## config.mk

```make
export PLATFORM = sky130hd
export DESIGN_NAME = triangle_tangent
export DESIGN_NICKNAME = d
export VERILOG_FILES = /design/src/design/tritan_pkg.sv /design/src/design/tritan_mul.sv /design/src/design/tritan_sqrt.sv /design/src/design/tritan_div.sv /design/src/design/triangle_tangent.sv
export VERILOG_INCLUDE_DIRS = /design/src /design/src/design
export SDC_FILE = /design/constraint.sdc
export NUM_CORES = 2
export LEC_CHECK = 0
export BUFFER_PORTS_ARGS = -buffer_cell sky130_fd_sc_hd__buf_2
export CAP_MARGIN = 20
export CORE_UTILIZATION = 30
export DETAILED_ROUTE_END_ITERATION = 8
export GPL_TIMING_DRIVEN = 0
export PLACE_DENSITY = 0.47
export SLEW_MARGIN = 40
export SYNTH_ARGS = -nofsm -noshare
export SYNTH_HDL_FRONTEND = slang
export SYNTH_SLANG_ARGS = --single-unit
```

## constraint.sdc

```tcl
create_clock -name clk -period 10.6 [get_ports clk]
set_input_delay 2.12 -clock clk [delete_from_list [all_inputs] [get_ports clk]]
set_output_delay 2.12 -clock clk [all_outputs]
set_load 0.05 [all_outputs]
```

## src/design/triangle_tangent_assert.svh

```systemverilog
// ---------------------------------------------------------------------------
// Assertion macros for the triangle tangent block.
// Both macros expect signals named clk and rst in the enclosing module.
// ---------------------------------------------------------------------------
`ifndef TRIANGLE_TANGENT_ASSERT_SVH
`define TRIANGLE_TANGENT_ASSERT_SVH

// Consequent must hold in the same cycle as the antecedent.
`define TT_ASSERT_IMP(label, ante, cons, msg) \
  label: assert property (@(posedge clk) disable iff (rst) (ante) |-> (cons)) \
    else $error(msg);

// Consequent must hold in the cycle after the antecedent.
`define TT_ASSERT_NXT(label, ante, cons, msg) \
  label: assert property (@(posedge clk) disable iff (rst) (ante) |=> (cons)) \
    else $error(msg);

`endif

```

## src/design/tritan_pkg.sv

```systemverilog
// ---------------------------------------------------------------------------
// tritan_pkg
// Widths, constants and types shared by the triangle tangent modules.
// ---------------------------------------------------------------------------
`timescale 1ns / 1ps

package tritan_pkg;

  localparam int CoordW   = 16;             // position and texcoord width
  localparam int DeltaW   = CoordW + 1;     // edge and UV delta width
  localparam int InDataW  = 5 * CoordW;     // packed vertex word
  localparam int MulW     = 31;             // shared multiplier operand width
  localparam int ProdW    = 2 * MulW;       // multiplier product width
  localparam int TanW     = 2 * DeltaW + 1; // raw tangent and determinant width
  localparam int NormW    = 30;             // magnitudes are normalized below 2^NormW
  localparam int LeftStep = 8;              // coarse left shift during normalization
  localparam int SumW     = ProdW;          // sum of squares
  localparam int RootW    = SumW / 2;       // integer square root
  localparam int FracBits = 14;             // Q1.14 output
  localparam int QuoW     = FracBits + 1;   // quotient bits
  localparam int OutW     = 16;             // one output component
  localparam int OutDataW = 3 * OutW;       // packed result word

  localparam logic [QuoW-1:0] OneQ14 = QuoW'(1 << FracBits);

  typedef logic signed [DeltaW-1:0] delta_t;
  typedef logic signed [MulW-1:0]   mul_op_t;
  typedef logic signed [ProdW-1:0]  mul_prod_t;
  typedef logic signed [TanW-1:0]   tan_t;
  typedef logic        [TanW-1:0]   mag_t;

endpackage

```

## src/design/tritan_mul.sv

```systemverilog
// ---------------------------------------------------------------------------
// tritan_mul
// Shared signed multiplier with a registered product.
// ---------------------------------------------------------------------------
`timescale 1ns / 1ps

module tritan_mul (
  input  logic                  clk,
  input  tritan_pkg::mul_op_t   a,
  input  tritan_pkg::mul_op_t   b,
  output tritan_pkg::mul_prod_t prod
);

  always_ff @(posedge clk) begin
    prod <= a * b;
  end

endmodule

```

## src/design/tritan_sqrt.sv

```systemverilog
// ---------------------------------------------------------------------------
// tritan_sqrt
// Iterative integer square root, one result bit per cycle.
// ---------------------------------------------------------------------------
`timescale 1ns / 1ps

module tritan_sqrt (
  input  logic                         clk,
  input  logic                         rst,
  input  logic                         start,
  input  logic [tritan_pkg::SumW-1:0]  s,
  output logic                         done,
  output logic [tritan_pkg::RootW-1:0] root
);
  import tritan_pkg::*;

  localparam int CntW = $clog2(RootW);

  logic            busy;
  logic [CntW-1:0] cnt;
  logic [SumW-1:0] sreg;
  logic [RootW:0]  rem;
  logic [RootW+2:0] rem_sh;
  logic [RootW+2:0] trial;
  logic [RootW+2:0] diff;
  logic            ge;

  // Bring down the next two radicand bits and try the next root bit.
  assign rem_sh = {rem, sreg[SumW-1 -: 2]};
  assign trial  = {1'b0, root, 2'b01};
  assign ge     = (rem_sh >= trial);
  assign diff   = rem_sh - trial;

  always_ff @(posedge clk) begin
    if (rst) begin
      busy <= 1'b0;
      done <= 1'b0;
      cnt  <= '0;
    end else begin
      done <= !start && busy && (cnt == '0);
      if (start) begin
        busy <= 1'b1;
        cnt  <= CntW'(RootW - 1);
      end else if (busy) begin
        if (cnt == '0) begin
          busy <= 1'b0;
        end else begin
          cnt <= cnt - 1'b1;
        end
      end
    end
  end

  always_ff @(posedge clk) begin
    if (start) begin
      sreg <= s;
      rem  <= '0;
      root <= '0;
    end else if (busy) begin
      sreg <= {sreg[SumW-3:0], 2'b00};
      rem  <= ge ? diff[RootW:0] : rem_sh[RootW:0];
      root <= {root[RootW-2:0], ge};
    end
  end

endmodule

```

## src/design/tritan_div.sv

```systemverilog
// ---------------------------------------------------------------------------
// tritan_div
// Restoring divider for one Q1.14 component, rounded to nearest.
// ---------------------------------------------------------------------------
`timescale 1ns / 1ps

module tritan_div (
  input  logic                         clk,
  input  logic                         rst,
  input  logic                         start,
  input  logic [tritan_pkg::NormW-1:0] num,
  input  logic [tritan_pkg::RootW-1:0] den,
  output logic                         done,
  output logic [tritan_pkg::QuoW-1:0]  quo
);
  import tritan_pkg::*;

  localparam int NumW = NormW + FracBits + 1;
  localparam int CntW = $clog2(QuoW);

  logic            busy;
  logic [CntW-1:0] cnt;
  logic [NumW-1:0] n_full;
  logic [RootW-1:0] rem;
  logic [QuoW-1:0] nbits;
  logic [RootW:0]  trial;
  logic [RootW:0]  diff;
  logic            ge;

  // Dividend is num * 2^14 plus half the divisor. The quotient stays below
  // 2^QuoW, so the top bits already form a remainder smaller than den.
  assign n_full = NumW'({num, {FracBits{1'b0}}}) + NumW'(den >> 1);
  assign trial  = {rem, nbits[QuoW-1]};
  assign ge     = (trial >= {1'b0, den});
  assign diff   = trial - {1'b0, den};

  always_ff @(posedge clk) begin
    if (rst) begin
      busy <= 1'b0;
      done <= 1'b0;
      cnt  <= '0;
    end else begin
      done <= !start && busy && (cnt == '0);
      if (start) begin
        busy <= 1'b1;
        cnt  <= CntW'(QuoW - 1);
      end else if (busy) begin
        if (cnt == '0) begin
          busy <= 1'b0;
        end else begin
          cnt <= cnt - 1'b1;
        end
      end
    end
  end

  always_ff @(posedge clk) begin
    if (start) begin
      rem   <= RootW'(n_full[NumW-1:QuoW]);
      nbits <= n_full[QuoW-1:0];
      quo   <= '0;
    end else if (busy) begin
      rem   <= ge ? diff[RootW-1:0] : trial[RootW-1:0];
      nbits <= {nbits[QuoW-2:0], 1'b0};
      quo   <= {quo[QuoW-2:0], ge};
    end
  end

endmodule

```

## src/design/triangle_tangent.sv

```systemverilog
// ---------------------------------------------------------------------------
// triangle_tangent: per-triangle unit tangent from positions and texcoords.
// The bit-serial square root and the three serial divides set most of the
// latency. Vertex words are taken only while the sequencer is idle, so a new
// triangle waits until the last result is in the output register. Degenerate
// triangles skip the root and divides. Synchronous active-high reset clears control.
// ---------------------------------------------------------------------------
`timescale 1ns / 1ps
`include "triangle_tangent_assert.svh"

module triangle_tangent (
  input  logic                            clk,
  input  logic                            rst,
  // Vertex words in
  input  logic                            s_tvalid,
  output logic                            s_tready,
  // pos_x [15:0], pos_y [31:16], pos_z [47:32], tex_u [63:48], tex_v [79:64]
  input  logic [tritan_pkg::InDataW-1:0]  s_tdata,
  // Tangent words out
  output logic                            m_tvalid,
  input  logic                            m_tready,
  // tangent_x [15:0], tangent_y [31:16], tangent_z [47:32]
  output logic [tritan_pkg::OutDataW-1:0] m_tdata,
  // degenerate [0]
  output logic                            m_tuser
);
  import tritan_pkg::*;

  // Sequencer states.
  localparam logic [2:0] ST_IDLE = 3'd0;  // taking vertex words
  localparam logic [2:0] ST_MUL  = 3'd1;  // determinant and raw tangent
  localparam logic [2:0] ST_PREP = 3'd2;  // magnitudes, signs, degenerate check
  localparam logic [2:0] ST_NORM = 3'd3;  // shift magnitudes into range
  localparam logic [2:0] ST_SQ   = 3'd4;  // sum of squares
  localparam logic [2:0] ST_ROOT = 3'd5;  // square root
  localparam logic [2:0] ST_DIV  = 3'd6;  // three divides
  localparam logic [2:0] ST_OUT  = 3'd7;  // hand result to the output register

  // Corner that the next vertex fills.
  localparam logic [1:0] SLOT_A = 2'd0;
  localparam logic [1:0] SLOT_B = 2'd1;
  localparam logic [1:0] SLOT_C = 2'd2;

  localparam logic [3:0] MulLast = 4'd8;
  localparam logic [3:0] SqLast  = 4'd3;
  localparam logic [3:0] DivLast = 4'd2;

  function automatic delta_t sub16(input logic [CoordW-1:0] a,
                                   input logic [CoordW-1:0] b);
    return delta_t'(signed'(a)) - delta_t'(signed'(b));
  endfunction

  logic [2:0]        state;
  logic [1:0]        slot;
  logic [3:0]        cnt;
  logic              in_acc;

  logic [CoordW-1:0] in_pos [3];
  logic [CoordW-1:0] in_u;
  logic [CoordW-1:0] in_v;
  logic [CoordW-1:0] hold_pos [6];
  logic [CoordW-1:0] hold_tex [4];

  delta_t            e1 [3];
  delta_t            e2 [3];
  delta_t            du1, dv1, du2, dv2;

  mul_op_t           mul_a, mul_b;
  mul_prod_t         prod;
  tan_t              first;
  tan_t              diff;
  tan_t              t [3];
  logic              det_zero, det_neg;
  logic              degen;

  mag_t              mag [3];
  mag_t              mag_or;
  logic [2:0]        flip;
  logic              any_hi, any_top, far_low, norm_done;
  logic [NormW-1:0]  sq_pick;

  logic [SumW-1:0]   sum, sum_next;
  logic              root_start, root_done;
  logic [RootW-1:0]  root_val;

  logic              div_start, div_done;
  logic [1:0]        div_sel;
  logic [NormW-1:0]  div_num;
  logic [QuoW-1:0]   quo, q_sat;
  logic              flip_cur;
  logic [OutW-1:0]   q_mag, q_out;
  logic [OutW-1:0]   tan_out [3];
  logic              deg;

  // -------------------------------------------------------------------------
  // Input side. The block takes vertex words only while the sequencer is
  // idle; the output register lets all three vertices of the next
  // triangle arrive while a finished result still waits downstream.
  // -------------------------------------------------------------------------
  assign s_tready  = (state == ST_IDLE);
  assign in_acc    = s_tvalid && s_tready;

  assign in_pos[0] = s_tdata[CoordW-1:0];
  assign in_pos[1] = s_tdata[2*CoordW-1:CoordW];
  assign in_pos[2] = s_tdata[3*CoordW-1:2*CoordW];
  assign in_u      = s_tdata[4*CoordW-1:3*CoordW];
  assign in_v      = s_tdata[5*CoordW-1:4*CoordW];

  // -------------------------------------------------------------------------
  // Shared multiplier. In ST_MUL the even steps issue the first product of a
  // pair and the odd steps the product that is subtracted from it:
  //   det  = du1*dv2 - du2*dv1
  //   t[i] = dv2*e1[i] - dv1*e2[i]
  // In ST_SQ it squares the normalized magnitudes one at a time.
  // -------------------------------------------------------------------------
  always_comb begin
    case (cnt[1:0])
      2'd0:    sq_pick = mag[0][NormW-1:0];
      2'd1:    sq_pick = mag[1][NormW-1:0];
      default: sq_pick = mag[2][NormW-1:0];
    endcase
  end

  always_comb begin
    mul_a = '0;
    mul_b = '0;
    case (state)
      ST_MUL: begin
        case (cnt)
          4'd0: begin mul_a = mul_op_t'(du1); mul_b = mul_op_t'(dv2);   end
          4'd1: begin mul_a = mul_op_t'(du2); mul_b = mul_op_t'(dv1);   end
          4'd2: begin mul_a = mul_op_t'(dv2); mul_b = mul_op_t'(e1[0]); end
          4'd3: begin mul_a = mul_op_t'(dv1); mul_b = mul_op_t'(e2[0]); end
          4'd4: begin mul_a = mul_op_t'(dv2); mul_b = mul_op_t'(e1[1]); end
          4'd5: begin mul_a = mul_op_t'(dv1); mul_b = mul_op_t'(e2[1]); end
          4'd6: begin mul_a = mul_op_t'(dv2); mul_b = mul_op_t'(e1[2]); end
          4'd7: begin mul_a = mul_op_t'(dv1); mul_b = mul_op_t'(e2[2]); end
          default: begin mul_a = '0; mul_b = '0; end
        endcase
      end
      ST_SQ: begin
        mul_a = mul_op_t'({{(MulW-NormW){1'b0}}, sq_pick});
        mul_b = mul_op_t'({{(MulW-NormW){1'b0}}, sq_pick});
      end
      default: begin
        mul_a = '0;
        mul_b = '0;
      end
    endcase
  end

  tritan_mul u_mul (
    .clk  (clk),
    .a    (mul_a),
    .b    (mul_b),
    .prod (prod)
  );

  // The products of the first pass fit in TanW bits, so truncation is exact.
  assign diff  = first - tan_t'(prod);
  assign degen = det_zero || ((t[0] == '0) && (t[1] == '0) && (t[2] == '0));

  // -------------------------------------------------------------------------
  // Normalization. The largest magnitude must end up in [2^29, 2^30). Only
  // OR reductions are needed: the high bits of all three magnitudes ORed
  // together tell whether the largest is too big or too small. Far-low
  // vectors take a coarse left step to save cycles; right shifts truncate one
  // bit at a time, which equals one wide truncating shift.
  // -------------------------------------------------------------------------
  assign mag_or    = mag[0] | mag[1] | mag[2];
  assign any_hi    = |mag_or[TanW-1:NormW];
  assign any_top   = |mag_or[TanW-1:NormW-1];
  assign far_low   = ~|mag_or[TanW-1:NormW-1-LeftStep];
  assign norm_done = !any_hi && any_top;

  // -------------------------------------------------------------------------
  // Square root of the sum of squares. The last square is added on the fly
  // so the root starts in the same cycle the sum completes.
  // -------------------------------------------------------------------------
  assign sum_next   = sum + $unsigned(prod);
  assign root_start = (state == ST_SQ) && (cnt == SqLast);

  tritan_sqrt u_sqrt (
    .clk   (clk),
    .rst   (rst),
    .start (root_start),
    .s     (sum_next),
    .done  (root_done),
    .root  (root_val)
  );

  // -------------------------------------------------------------------------
  // Divides. One divider serves x, y and z in turn; each new divide starts in
  // the cycle the previous one reports done.
  // -------------------------------------------------------------------------
  assign div_start = ((state == ST_ROOT) && root_done) ||
                     ((state == ST_DIV) && div_done && (cnt != DivLast));
  assign div_sel   = (state == ST_ROOT) ? 2'd0 : (cnt[1:0] + 2'd1);

  always_comb begin
    case (div_sel)
      2'd0:    div_num = mag[0][NormW-1:0];
      2'd1:    div_num = mag[1][NormW-1:0];
      default: div_num = mag[2][NormW-1:0];
    endcase
  end

  tritan_div u_div (
    .clk   (clk),
    .rst   (rst),
    .start (div_start),
    .num   (div_num),
    .den   (root_val),
    .done  (div_done),
    .quo   (quo)
  );

  // Clamp to one and apply the sign of the component times the sign of det.
  always_comb begin
    case (cnt[1:0])
      2'd0:    flip_cur = flip[0];
      2'd1:    flip_cur = flip[1];
      default: flip_cur = flip[2];
    endcase
    q_sat = (quo > OneQ14) ? OneQ14 : quo;
    q_mag = OutW'(q_sat);
    q_out = flip_cur ? (-q_mag) : q_mag;
  end

  // -------------------------------------------------------------------------
  // Sequencer and output valid.
  // -------------------------------------------------------------------------
  always_ff @(posedge clk) begin
    if (rst) begin
      state    <= ST_IDLE;
      slot     <= SLOT_A;
      cnt      <= '0;
      m_tvalid <= 1'b0;
    end else begin
      // The output word is set when the result is handed over and cleared
      // once it is taken with nothing new behind it.
      if ((state == ST_OUT) && (!m_tvalid || m_tready)) begin
        m_tvalid <= 1'b1;
      end else if (m_tvalid && m_tready) begin
        m_tvalid <= 1'b0;
      end
      case (state)
        ST_IDLE: begin
          if (in_acc) begin
            case (slot)
              SLOT_B: slot <= SLOT_C;
              SLOT_C: begin
                slot  <= SLOT_A;
                state <= ST_MUL;
                cnt   <= '0;
              end
              default: slot <= SLOT_B;
            endcase
          end
        end
        ST_MUL: begin
          if (cnt == MulLast) begin
            state <= ST_PREP;
          end else begin
            cnt <= cnt + 1'b1;
          end
        end
        ST_PREP: begin
          state <= degen ? ST_OUT : ST_NORM;
        end
        ST_NORM: begin
          if (norm_done) begin
            state <= ST_SQ;
            cnt   <= '0;
          end
        end
        ST_SQ: begin
          if (cnt == SqLast) begin
            state <= ST_ROOT;
          end else begin
            cnt <= cnt + 1'b1;
          end
        end
        ST_ROOT: begin
          if (root_done) begin
            state <= ST_DIV;
            cnt   <= '0;
          end
        end
        ST_DIV: begin
          if (div_done) begin
            if (cnt == DivLast) begin
              state <= ST_OUT;
            end else begin
              cnt <= cnt + 1'b1;
            end
          end
        end
        ST_OUT: begin
          if (!m_tvalid || m_tready) begin
            state <= ST_IDLE;
          end
        end
        default: state <= ST_IDLE;
      endcase
    end
  end

  // -------------------------------------------------------------------------
  // Datapath registers. None of these is read before it is written, so they
  // carry no reset.
  // -------------------------------------------------------------------------
  always_ff @(posedge clk) begin
    // Vertex capture. The third vertex is turned into edges and UV deltas
    // right away and never stored itself.
    if (in_acc) begin
      case (slot)
        SLOT_B: begin
          for (int i = 0; i < 3; i++) begin
            hold_pos[3+i] <= in_pos[i];
          end
          hold_tex[2] <= in_u;
          hold_tex[3] <= in_v;
        end
        SLOT_C: begin
          for (int i = 0; i < 3; i++) begin
            e1[i] <= sub16(hold_pos[3+i], hold_pos[i]);
            e2[i] <= sub16(in_pos[i], hold_pos[i]);
          end
          du1 <= sub16(hold_tex[2], hold_tex[0]);
          dv1 <= sub16(hold_tex[3], hold_tex[1]);
          du2 <= sub16(in_u, hold_tex[0]);
          dv2 <= sub16(in_v, hold_tex[1]);
        end
        default: begin
          for (int i = 0; i < 3; i++) begin
            hold_pos[i] <= in_pos[i];
          end
          hold_tex[0] <= in_u;
          hold_tex[1] <= in_v;
        end
      endcase
    end

    // Products arrive in the cycle after issue: odd counts see the first
    // product of a pair, even counts the second.
    if ((state == ST_MUL) && (cnt != '0)) begin
      if (cnt[0]) begin
        first <= tan_t'(prod);
      end else begin
        case (cnt)
          4'd2: begin
            det_zero <= (diff == '0);
            det_neg  <= diff[TanW-1];
          end
          4'd4:    t[0] <= diff;
          4'd6:    t[1] <= diff;
          default: t[2] <= diff;
        endcase
      end
    end

    if (state == ST_PREP) begin
      for (int i = 0; i < 3; i++) begin
        mag[i]  <= t[i][TanW-1] ? mag_t'(-t[i]) : mag_t'(t[i]);
        flip[i] <= t[i][TanW-1] ^ det_neg;
      end
      deg <= degen;
      if (degen) begin
        for (int i = 0; i < 3; i++) begin
          tan_out[i] <= '0;
        end
      end
    end

    if (state == ST_NORM) begin
      for (int i = 0; i < 3; i++) begin
        if (any_hi) begin
          mag[i] <= mag[i] >> 1;
        end else if (far_low) begin
          mag[i] <= mag[i] << LeftStep;
        end else if (!any_top) begin
          mag[i] <= mag[i] << 1;
        end
      end
    end

    if (state == ST_SQ) begin
      sum <= (cnt == '0) ? '0 : sum_next;
    end

    if ((state == ST_DIV) && div_done) begin
      case (cnt[1:0])
        2'd0:    tan_out[0] <= q_out;
        2'd1:    tan_out[1] <= q_out;
        default: tan_out[2] <= q_out;
      endcase
    end

    // Output register: loaded when empty or being emptied this cycle.
    if ((state == ST_OUT) && (!m_tvalid || m_tready)) begin
      m_tdata <= {tan_out[2], tan_out[1], tan_out[0]};
      m_tuser <= deg;
    end
  end

  // -------------------------------------------------------------------------
  // Assertions.
  // -------------------------------------------------------------------------
  `TT_ASSERT_NXT(a_third_vertex_busy, in_acc && (slot == SLOT_C), !s_tready, "third vertex did not start work")
  `TT_ASSERT_IMP(a_degen_zero, m_tvalid && m_tuser, m_tdata == '0, "degenerate result not zero")
  `TT_ASSERT_IMP(a_norm_range, state == ST_SQ, !any_hi && mag_or[NormW-1], "magnitudes not normalized")
  `TT_ASSERT_IMP(a_root_owner, root_done, state == ST_ROOT, "square root finished out of turn")

endmodule
```

==> results.txt <==
- Total of hold buffers inserted after clock tree synthesis: 0
- Routability-driven placement finished with a final weighted congestion of 0.9716.
- Critical path's top delay family: adder cells
* Number of iterations in the first detailed-routing pass: 9
- The worst setup path is launched from a flip-flop.
* Starting Density: a little under a third
- Xor/xnor share of the synthesized area: about 4.2%
- The netlist uses between 80 and 90 different library cells.
* WL per Instance: roughly 25 um
* Maximum number of pins on one net before global-route repair: 63
- Area Overhead vs Synth: 15.08%
- Buffers and inverters on the worst path: 9
- Between clock sinks in the finished design, the worst skew comes to 74.46 ps.
- Counting the buffers created by CTS gives about 120.
- Status: finished with violations
- Combinational family with the most area after synthesis: adder cells
* DRC violation total after the first TritonRoute iteration: 6596
- The first global-routing pass estimated slightly below 500000 um of wire.
- Dominant register cell in the synthesized netlist: sky130_fd_sc_hd__edfxtp_1
* Global-route usage over all layers: 22.15%
- Ranking of synthesized cells by area: sky130_fd_sc_hd__edfxtp_1 28%, sky130_fd_sc_hd__fa_1 23%, sky130_fd_sc_hd__ha_1 7.4%
- Via total after detailed routing: 70030
- Worst Max-Slew Pin Slew: ~910 ps
- Synthesized-area fraction occupied by ao, oa, aoi and oai cells: 12.24%
- Detailed placement HPWL: 271900 um
* Count of unresolved DRC violations after routing: 5
* I/O pin total: around 140
- Data required time at the worst endpoint: 11210 ps
- Clock latency on the worst-skew pair, taken at its later pin, is ~800 ps.
* Placeable core region: about 300000 um2
- Port Buf Inserts: approximately 130
- Number of buffers between clock root and the deepest sink: 3
- H-tree depth reported by CTS: 3
- Die Y: between 500 and 600 um
* Number of synthesized flops with an enable pin: between 800 and 900
* Number of max-slew violations in the final report: 0
* Count of standard-cell rows: 200
- In the synthesized netlist, the number of instances is 9190.
- Number of vias per cell after detailed routing: 5.148
- For this run, the slowest stage of the critical path takes just over 600 ps.
- Mapped cell area: ~90000 um2
- Measured against its own limit, the worst slew margin works out to around 39%.
- Library cell contributing the largest single delay on the critical path: sky130_fd_sc_hd__or4b_4
- Highest clock frequency the design can meet: 96.20 MHz
- Most numerous cell in the Yosys netlist: sky130_fd_sc_hd__inv_1
- Summing the areas of all and, or, nand and nor instances in the mapped netlist gives 12.21% of the synthesized area.
* Critical path's most frequent cell: sky130_fd_sc_hd__fa_1
- Sequential cells were found to cover between 30 and 40% of the synthesized design area.
* Top cell types by occurrence after synthesis: 1446 x sky130_fd_sc_hd__inv_1, 1032 x sky130_fd_sc_hd__fa_1, 1013 x sky130_fd_sc_hd__nand2_1
- Via count of the first global-routing pass: 71190
- In the finished design, the share of the clock period the worst path needs comes to 98.06%.
- Proportion of layout cells with a drive suffix above 1: 9.537%
* Area share of fa/ha/maj cells after synthesis: between 30 and 40%
* Post-synthesis sequential element count: between 1000 and 1500
* Yosys warns: 0
- Total power: 13830 uW
- The worst setup path is captured at a flip-flop.
- Total of endpoints with negative setup slack in the final report: 0
* Power density normalized to cell area: 134.0 nW/um2
* Number of nets in the finished design: between 10000 and 15000
* WL final: ~340000 um
* Total number of clock tree sinks: 1011
- Mapped Avg Cell Area: around 9.8 um2
- The synthesized design spends more area on one cell type than any other, namely sky130_fd_sc_hd__edfxtp_1.
* Floorplan die area: roughly 300000 um2
- Fraction of registers with async set/reset: 0%
- The total count of hold-check failures in the final report was 0.
* Data arrival time of the worst path: about 11000 ps
- Post-synth net total: 10840
- Clock-pin slew was measured on the worst setup and hold paths at 60 ps.
* Global route overflow: 0
- The smallest clock period supported by the final layout is computed as 10390 ps.
* Worst hold-check path type: flip-flop to flip-flop
- The tree is rooted in a sky130_fd_sc_hd__clkbuf_16.
* Synth top area share: between 20 and 30%
- CP max FO: 10
* Multiplexer share of the synthesized area: about 1.2%
- Initial antenna violation count: 21
* Category of the critical setup timing path: flip-flop to flip-flop
- CTS tree: done
- # Max-Cap Violations: 0
- VDD sags by at most 143.2 uV.
- Setup Total Neg Slack: 0 ps
- Count of antenna-violating nets left after detailed routing: 0
- The final reports fail on design-rule violations.
- Die width: 548.6 um
- Summed over all cells, the static leakage comes to ~0.045 uW.
## flip-flops by register name (all words and copies together) (netlist names), 48 cells and up
register / flops
e1: 51
e2: 51
hold_pos: 96
hold_tex: 64
m_tdata: 48
mag: 105
sum: 62
t: 105
tan_out: 48
u_mul.prod: 62
u_sqrt.sreg: 62
## report_power, final
part           internal, uW  switching (uW)  total, uW
clock network          2540            1830       4360
logic                  1560            3020       4580
registers              4700             187       4880
## cell type report
class                      instances  area (um2)
tap                             3939        4928
clock inverter                    76       944.7
buffer                           349        2233
sequential                      1011       28720
multi-input combinational       6358       55500
inverter                        1448        5453
timing repair buffer             269        2153
antenna                            6       15.01
fill                           30290      193900
clock buffer                     146        3214
## layout by cell type (no fill, tap or decap), drive strengths merged, types with 21 or more instances in the layout
| master | Yosys | routed |
|---|---|---|
| or2 | 24 | 24 |
| xnor2 | 254 | 254 |
| inv | 1448 | 1452 |
| a211oi | 96 | 96 |
| and3 | 29 | 29 |
| or3 | 50 | 50 |
| nand3 | 106 | 106 |
| o31ai | 46 | 46 |
| a22oi | 125 | 125 |
| nor4 | 32 | 32 |
| ha | 530 | 530 |
| a21oi | 493 | 493 |
| mux2i | 98 | 98 |
| o21bai | 35 | 35 |
| buf | 28 | 319 |
| nand2 | 1013 | 1013 |
| or4 | 25 | 25 |
| a21o | 156 | 156 |
| a31oi | 56 | 56 |
| o22ai | 21 | 21 |
| nand4 | 57 | 57 |
| a21boi | 43 | 43 |
| dfxtp | 165 | 165 |
| nor2 | 926 | 926 |
| nand2b | 41 | 41 |
| fa | 1032 | 1032 |
| nor2b | 72 | 72 |
| clkinv | 0 | 48 |
| and2 | 39 | 39 |
| nor3 | 84 | 84 |
| o41ai | 25 | 25 |
| o21a | 52 | 52 |
| clkbuf | 345 | 445 |
| xor2 | 178 | 178 |
| edfxtp | 846 | 846 |
| o21ai | 372 | 372 |
## per-stage QoR
stage	worst slack (ps)	hold slack, ps	std cells	instance area [um2]	util (%)
5_1_grt	-25.29	425.1	13600	103100	34.73
3_5_place_dp	-3106	404.5	13310	96490	32.48
6_report	205.5	416.4	13600	103200	34.73
3_3_place_gp	-5550	404.4	13260	95240	32.06
2_1_floorplan	143.6	400.3	9190	89640	-
4_1_cts	-0.9415	419.1	13570	102400	34.49
## worst register-to-register path, delay by kind of cell, from the launching register on
family	cells	cell delay, ps
flip-flops	1	380
AND/OR/NAND/NOR	9	1780
AO/OA/AOI/OAI	8	2010
XOR/XNOR	1	100
buffers and inverters	9	1180
adder cells (fa/ha/maj)	10	4770
## path summary, 6_finish.rpt
check                                               from                endpoint  slack (ps)  depth (start not counted)
worst min register to register  tan_out[0][35]$_DFFE_PP_   m_tdata[35]$_DFFE_PP_         420                          0
worst max-delay path                 cnt[1]$_SDFFE_PP0P_  u_mul.prod[61]$_DFF_P_         210                         37
worst min-delay path            tan_out[0][35]$_DFFE_PP_   m_tdata[35]$_DFFE_PP_         420                          0
worst max register to register       cnt[1]$_SDFFE_PP0P_  u_mul.prod[61]$_DFF_P_         210                         37
## cells by family (layout without fill, tap and decap cells)
logic type,Yosys count,after routing
buffers and inverters,1821,2288
xor gates and xnor gates,432,432
DFF,1011,1011
AOI/OAI and AO/OA,1714,1714
muxes,108,108
and+or+nand+nor,2542,2542
adders and majority gates,1562,1562
other,0,6
## repair_timing
item,in CTS,in global routing
setup buffers,52,33
gates cloned,0,2
endpoints found under the setup margin,48,14
resized for setup,415,169
pin swaps,47,39
## layer usage
layer / wire (um) / global-route usage, % / vias up
met5: 70 / 0 / -
met2: 152200 / 35.62 / 2559
li1: - / - / 31320
met3: 23400 / 3.520 / 537
met1: 146700 / 30.30 / 35600
met4: 12730 / 7.287 / 10
(Power assumes the default switching activity.)
